[config.mk]
export PLATFORM = sky130hd
export DESIGN_NAME = fml_row_alu
export DESIGN_NICKNAME = d
export VERILOG_FILES = /design/src/rtl/fml_pkg.sv /design/src/rtl/fml_row_alu.sv
export SDC_FILE = /design/constraint.sdc
export NUM_CORES = 1
export LEC_CHECK = 0
export ABC_AREA = 1
export BUFFER_PORTS_ARGS = -buffer_cell sky130_fd_sc_hd__buf_2
export CAP_MARGIN = 10
export CORE_AREA = 3 3 100 102
export DETAILED_ROUTE_END_ITERATION = 8
export DIE_AREA = 0 0 103 105
export GPL_TIMING_DRIVEN = 1
export MAX_ROUTING_LAYER = met4
export PLACE_DENSITY = 0.63
export SLEW_MARGIN = 20
export SYNTH_ARGS = -nofsm -noshare
export SYNTH_HDL_FRONTEND = slang
export SYNTH_SLANG_ARGS = --single-unit
export TNS_END_PERCENT = 100
[constraint.sdc]
create_clock -name vclk -period 1.6
set_clock_uncertainty 0.1 [all_clocks]
set_input_delay 0.24 -clock vclk [all_inputs]
set_output_delay 0.24 -clock vclk [all_outputs]
set_load 0.05 [all_outputs]
[src/rtl/fml_pkg.sv]
// Fundamental loop matrix package: transaction payload types and status codes.
// No dependencies; imported by every module of the block.
package fml_pkg;

    localparam logic [1:0] ST_OK  = 2'd0;
    localparam logic [1:0] ST_BAD = 2'd1;
    localparam logic [1:0] ST_CAP = 2'd2;

    localparam int PORT_LABEL_BITS = 16;

    typedef struct packed {
        logic [15:0] from_node;
        logic [15:0] to_node;
        logic        last_branch;
    } t_in_item;

    typedef struct packed {
        logic [4:0]  loop_index;
        logic [31:0] plus_mask;
        logic [31:0] minus_mask;
        logic [4:0]  node_count;
        logic [5:0]  loop_count;
        logic        has_loop;
        logic [1:0]  status;
        logic        last_result;
    } t_out_item;

    typedef struct packed {
        logic sub;
        logic ovf;
    } t_alu_ctl;

endpackage

[src/rtl/fml_row_alu.sv]
// Signed row combiner: adds or subtracts two rows of {-1,0,+1} entries.
// Each row is a plus mask and a minus mask. Depends on fml_pkg.
module fml_row_alu
    import fml_pkg::*;
#(
    parameter int W = 32
) (
    input  logic [W-1:0] i_a_p,
    input  logic [W-1:0] i_a_m,
    input  logic [W-1:0] i_b_p,
    input  logic [W-1:0] i_b_m,
    input  logic         i_sub,
    output logic [W-1:0] o_r_p,
    output logic [W-1:0] o_r_m,
    output logic         o_ovf
);

    logic [W-1:0] w_bp;
    logic [W-1:0] w_bm;
    t_alu_ctl     w_ctl;

    always_comb begin
        w_ctl.sub = i_sub;
        // subtraction swaps the signs of the second row
        w_bp      = w_ctl.sub ? i_b_m : i_b_p;
        w_bm      = w_ctl.sub ? i_b_p : i_b_m;
        w_ctl.ovf = |((i_a_p & w_bp) | (i_a_m & w_bm));
        o_r_p     = (i_a_p & ~w_bp & ~w_bm) | (w_bp & ~i_a_p & ~i_a_m);
        o_r_m     = (i_a_m & ~w_bp & ~w_bm) | (w_bm & ~i_a_p & ~i_a_m);
        o_ovf     = w_ctl.ovf;
    end

endmodule

==> impl_metrics.env, run 1 <==
export IMPL_outcome="finished with violations"
export IMPL_violations="negative setup slack"
export IMPL_dp_slack_ns=-0.415
export IMPL_nNetsFinal=1004
export IMPL_ys_types=12
export IMPL_dpl_instance_area_um2=5740
export IMPL_num_vias=4913
export IMPL_die_y_um=105
export IMPL_critPathMostFrequentCell="buf_16"
export IMPL_cp_max_fo=8
export IMPL_slowest_stage="nor2_1"
export IMPL_p_per_area_nw_per_um2=384
export IMPL_synth_top_area_frac=0.337
export IMPL_die_x_um=103
export IMPL_grt_max_degree=28
export IMPL_dpl_hpwl_um=10400
export IMPL_ios=194
export IMPL_rsz0062_at_grt="yes"
export IMPL_layout_min_cycle_time_ns=1.84
export IMPL_setup_slack_ns=-0.241
export IMPL_hold_viol_final=0
export IMPL_cp_arrival_ns=1.50
export IMPL_finalNonFillerCells=984
export IMPL_area_growth_pct=194
export IMPL_path_buf_inv=5
export IMPL_seq_cells=0
export IMPL_worstPathCellList="buf_16 > clkinv_16 > buf_16 > buf_12 > nand2_4 > nand3_2 > nand4_1 > nor2_1 > nand2_1 > nor2_2 > nand2_2 > buf_8"
export IMPL_layout_drive_gt1_share=0.660
export IMPL_crit_family="simple AND/OR/NAND/NOR gates"
export IMPL_synth_commonest_cells="220 x nand2_1, 103 x nand3_1, 100 x inv_1"
export IMPL_timing_critical_path_slowest_cell_delay_ns=0.16
export IMPL_pwr_share_comb=1.000
export IMPL_cp_required_ns=1.26
export IMPL_min_path_type="in2out"
export IMPL_port_buffers=194
export IMPL_worst_pin_slew_ns=0.239
export IMPL_fin_hold_ws_ns=0.784
export IMPL_leakagePower_uw=0.00368
export IMPL_wl_per_cell_um=14.1
export IMPL_grt_pass1_vias=4839
export IMPL_fin_area_um2=7190
export IMPL_maxSlewHeadroom=0.841
export IMPL_vdd_drop_max_uv=219
export IMPL_ys_top_cells_by_area="nand2_1 34%, nand3_1 21%, o31ai_1 20%"
export IMPL_antenna_found_initial=0
export IMPL_dieArea_um2=10800
export IMPL_maxCapViolations=0
export IMPL_ant_nets=0
export IMPL_grt_total_usage=0.229
export IMPL_synth_seq_area_share=0
export IMPL_placedCellCount=968
export IMPL_multiInputGateArea_um2=3690
export IMPL_wirelength_um=13900
export IMPL_row_count=35
export IMPL_final_max_slew_viol_count=0
export IMPL_p_clk_frac=0
export IMPL_fmax_ghz=0.543
export IMPL_synth_most_common_cell="nand2_1"
export IMPL_drt_iter0_markers=114
export IMPL_overflow=0
export IMPL_ys_warn_count=0
export IMPL_internal_power_uw=1170
export IMPL_syn_num_nets=663
export IMPL_swShare=0.577
export IMPL_fin_crit_sh=1.15
export IMPL_viasPerCell=4.99
export IMPL_synth_largest_area_cell="nand2_1"
export IMPL_fillCellCount=633
export IMPL_clkbuf_count=0
export IMPL_syn_inst=534
export IMPL_grt_pass1_wl_um=20700
export IMPL_antenna_cells=0
export IMPL_drc_errors=0
export IMPL_start_kind="input port"
export IMPL_cp_end_kind="output port"
export IMPL_drt_pass1_iter_count=5
export IMPL_synth_area_um2=2450
export IMPL_core_um2=9200
export IMPL_regArea_um2=0
export IMPL_gp_congestion=0.844
export IMPL_setup_viol=34
export IMPL_crit_type="in2out"
export IMPL_switching_power_uw=1590
export IMPL_pwr_share_seq=0
export IMPL_avgSynthCellArea_um2=4.58
export IMPL_start_util=0.266
metrics by stage:
step | util | setup TNS [ns] | total power (µW)
finish | 0.782 | -1.73 | 2760
detailed placement | 0.624 | -16.02 | 2200
global route | 0.782 | -4.21 | 2930
floorplan | - | -1.62 | 1330
CTS | 0.704 | -1.42 | 2510
global placement | 0.624 | -14.49 | 2170
logic make-up after synthesis:
kind of cell	synth area share
buf+inv	0.192
simple gates	0.579
compound gates	0.229
final timing paths:
kind | slack (ns) | from | to | depth (start not counted)
worst max-delay path | -0.24 | i_sub | o_ovf | 12
worst min-delay path | 0.78 | i_a_p[15] | o_r_p[15] | 3
cell type report:
class              count  share of cell area
repair buffers       353               0.405
well taps            111              0.0193
inverters            101              0.0630
multi-input cells    419               0.513
per-layer routing:
layer | global-route usage | vias to the layer above | wire length, µm
met5 | - | - | 0
met2 | 0.427 | 175 | 7580
met1 | 0.269 | 2260 | 5330
met4 | 0.0352 | 0 | 351
li1 | - | 2450 | -
met3 | 0.0113 | 28 | 660
placed cells by master (no fill, tap or decap), types with 10 or more instances in the layout:
master	count
buf_2	128
buf_4	115
buf_6	94
inv_1	79
inv_2	10
nand2_1	139
nand2_2	33
nand2_4	46
nand3_1	63
nand3_2	25
nand3_4	15
o21ai_2	10
o31ai_4	64
power groups by stage:
stage                     registers, µW  clock network, µW  logic (µW)
after floorplan                       0                  0        1330
after global placement                0                  0        2170
after detailed placement              0                  0        2200
after CTS                             0                  0        2510
after global routing                  0                  0        2930
final                                 0                  0        2760
timing repair:
item | in CTS | in global routing
pin swaps | 12 | 35
resized for setup | 206 | 150
gates cloned | 3 | 4
setup endpoints to repair | 65 | 65
hold buffers | 0 | 0
buffers inserted | 1 | 10
No activity file was read; power rests on OpenSTA's default activity.
==> run 2, diff against run 1 <==
--- a/config.mk
+++ b/config.mk
@@ -14,6 +14,7 @@
 export GPL_TIMING_DRIVEN = 1
 export MAX_ROUTING_LAYER = met4
 export PLACE_DENSITY = 0.63
+export REMOVE_ABC_BUFFERS = 1
 export SLEW_MARGIN = 20
 export SYNTH_ARGS = -nofsm -noshare
 export SYNTH_HDL_FRONTEND = slang
==> impl_metrics.env, run 2 (synthesized netlist as in run 1, its figures left out) <==
export IMPL_layout_min_cycle_time_ns=1.86
export IMPL_pwr_share_comb=1.000
export IMPL_crit_type="in2out"
export IMPL_worst_pin_slew_ns=0.288
export IMPL_switching_power_uw=1390
export IMPL_core_um2=9200
export IMPL_row_count=35
export IMPL_grt_total_usage=0.180
export IMPL_rsz0062_at_grt="yes"
export IMPL_gp_congestion=0.838
export IMPL_area_growth_pct=134
export IMPL_cp_max_fo=6
export IMPL_fin_util=0.622
export IMPL_drt_pass1_iter_count=4
export IMPL_leakagePower_uw=0.00305
export IMPL_pwr_share_seq=0
export IMPL_layout_drive_gt1_share=0.558
export IMPL_fillCellCount=863
export IMPL_globalRouteMet1Util=0.230
export IMPL_setup_viol=17
export IMPL_fin_crit_sh=1.16
export IMPL_mostFrequentLayoutCells="171 x nand2_1, 128 x buf_2, 76 x inv_1"
export IMPL_viasPerCell=5.07
export IMPL_regArea_um2=0
export IMPL_fmax_ghz=0.539
export IMPL_start_util=0.266
export IMPL_cp_end_kind="output port"
export IMPL_drt_iter0_markers=135
export IMPL_final_common_cell="nand2_1"
export IMPL_swShare=0.610
export IMPL_outcome="finished with violations"
export IMPL_seq_cells=0
export IMPL_maxSlewHeadroom=0.807
export IMPL_dieArea_um2=10800
export IMPL_busiest_layer="met2"
export IMPL_cp_arrival_ns=1.52
export IMPL_cp_required_ns=1.26
export IMPL_final_max_slew_viol_count=0
export IMPL_met3_usage=0.00935
export IMPL_ant_nets=0
export IMPL_nNetsFinal=914
export IMPL_grtUsageMet2=0.320
export IMPL_setup_slack_ns=-0.255
export IMPL_multiInputGateArea_um2=2990
export IMPL_clkbuf_count=0
export IMPL_antenna_found_initial=1
export IMPL_violations="negative setup slack"
export IMPL_ios=194
export IMPL_wl_per_cell_um=14.5
export IMPL_overflow=0
export IMPL_grt_max_degree=44
export IMPL_fin_hold_ws_ns=0.709
export IMPL_vdd_drop_max_uv=220
export IMPL_min_path_type="in2out"
export IMPL_die_y_um=105
export IMPL_drc_errors=0
export IMPL_p_clk_frac=0
export IMPL_maxCapViolations=0
export IMPL_start_kind="input port"
export IMPL_port_buffers=194
export IMPL_internal_power_uw=889
export IMPL_die_x_um=103
export IMPL_num_vias=4536
export IMPL_ctsHoldBuffers=0
export IMPL_wirelength_um=12900
export IMPL_grt_pass1_vias=3742
export IMPL_setup_tns_ns=-0.981
export IMPL_p_per_area_nw_per_um2=398
export IMPL_hold_viol_final=0
export IMPL_dpl_hpwl_um=8260
export IMPL_grt_pass1_wl_um=16200
-- run 2: layout make-up --
class                      count  share of cell area
multi-input combinational    419               0.523
timing repair buffer         263               0.377
inverter                     101              0.0748
tap                          111              0.0243
antenna                        1            0.000438
-- run 2: power by group through the flow --
stage          Combinational (µW)  Clock, µW  Sequential [µW]
4_1_cts                      1770          0                0
5_1_grt                      2430  0.0000835                0
6_report                     2280  0.0000835                0
3_3_place_gp                 1570          0                0
3_5_place_dp                 1570          0                0
2_1_floorplan                 972          0                0
-- run 2: critical path, cell delays in order --
cell     delay [ns]
buf_16         0.13
buf_12         0.13
buf_12         0.10
nand2_1        0.07
nand3_1        0.10
nand4_1        0.17
nor2_4         0.13
nand2_2        0.06
nor2_1         0.11
nand2_1        0.10
buf_6          0.16
-- run 2: timing repair --
action,4_1_cts,5_1_grt
gates resized for setup,126,280
pin swaps,19,44
setup buffers,4,2
endpoints found under the setup margin,65,65
gates cloned,3,9
-- run 2: per-layer routing --
metal,up-vias,share of wire
met1,2060,0.40
met2,179,0.53
met3,22,0.056
li1,2275,-
met4,0,0.015
met5,-,0
-- run 2: final timing paths --
kind,from,end,slack (ns),depth (start not counted)
max,i_sub,o_ovf,-0.26,11
min,i_a_p[12],o_r_m[12],0.71,3
-- run 2: per-stage QoR --
step	power [µW]	cell area [µm²]	worst slack (ns)	cells
2_1_floorplan	972	2360	-0.768	520
3_3_place_gp	1570	3930	-0.456	878
3_5_place_dp	1570	3930	-0.441	878
4_1_cts	1770	4390	-0.240	883
5_1_grt	2430	5720	-0.345	895
6_report	2280	5720	-0.255	895
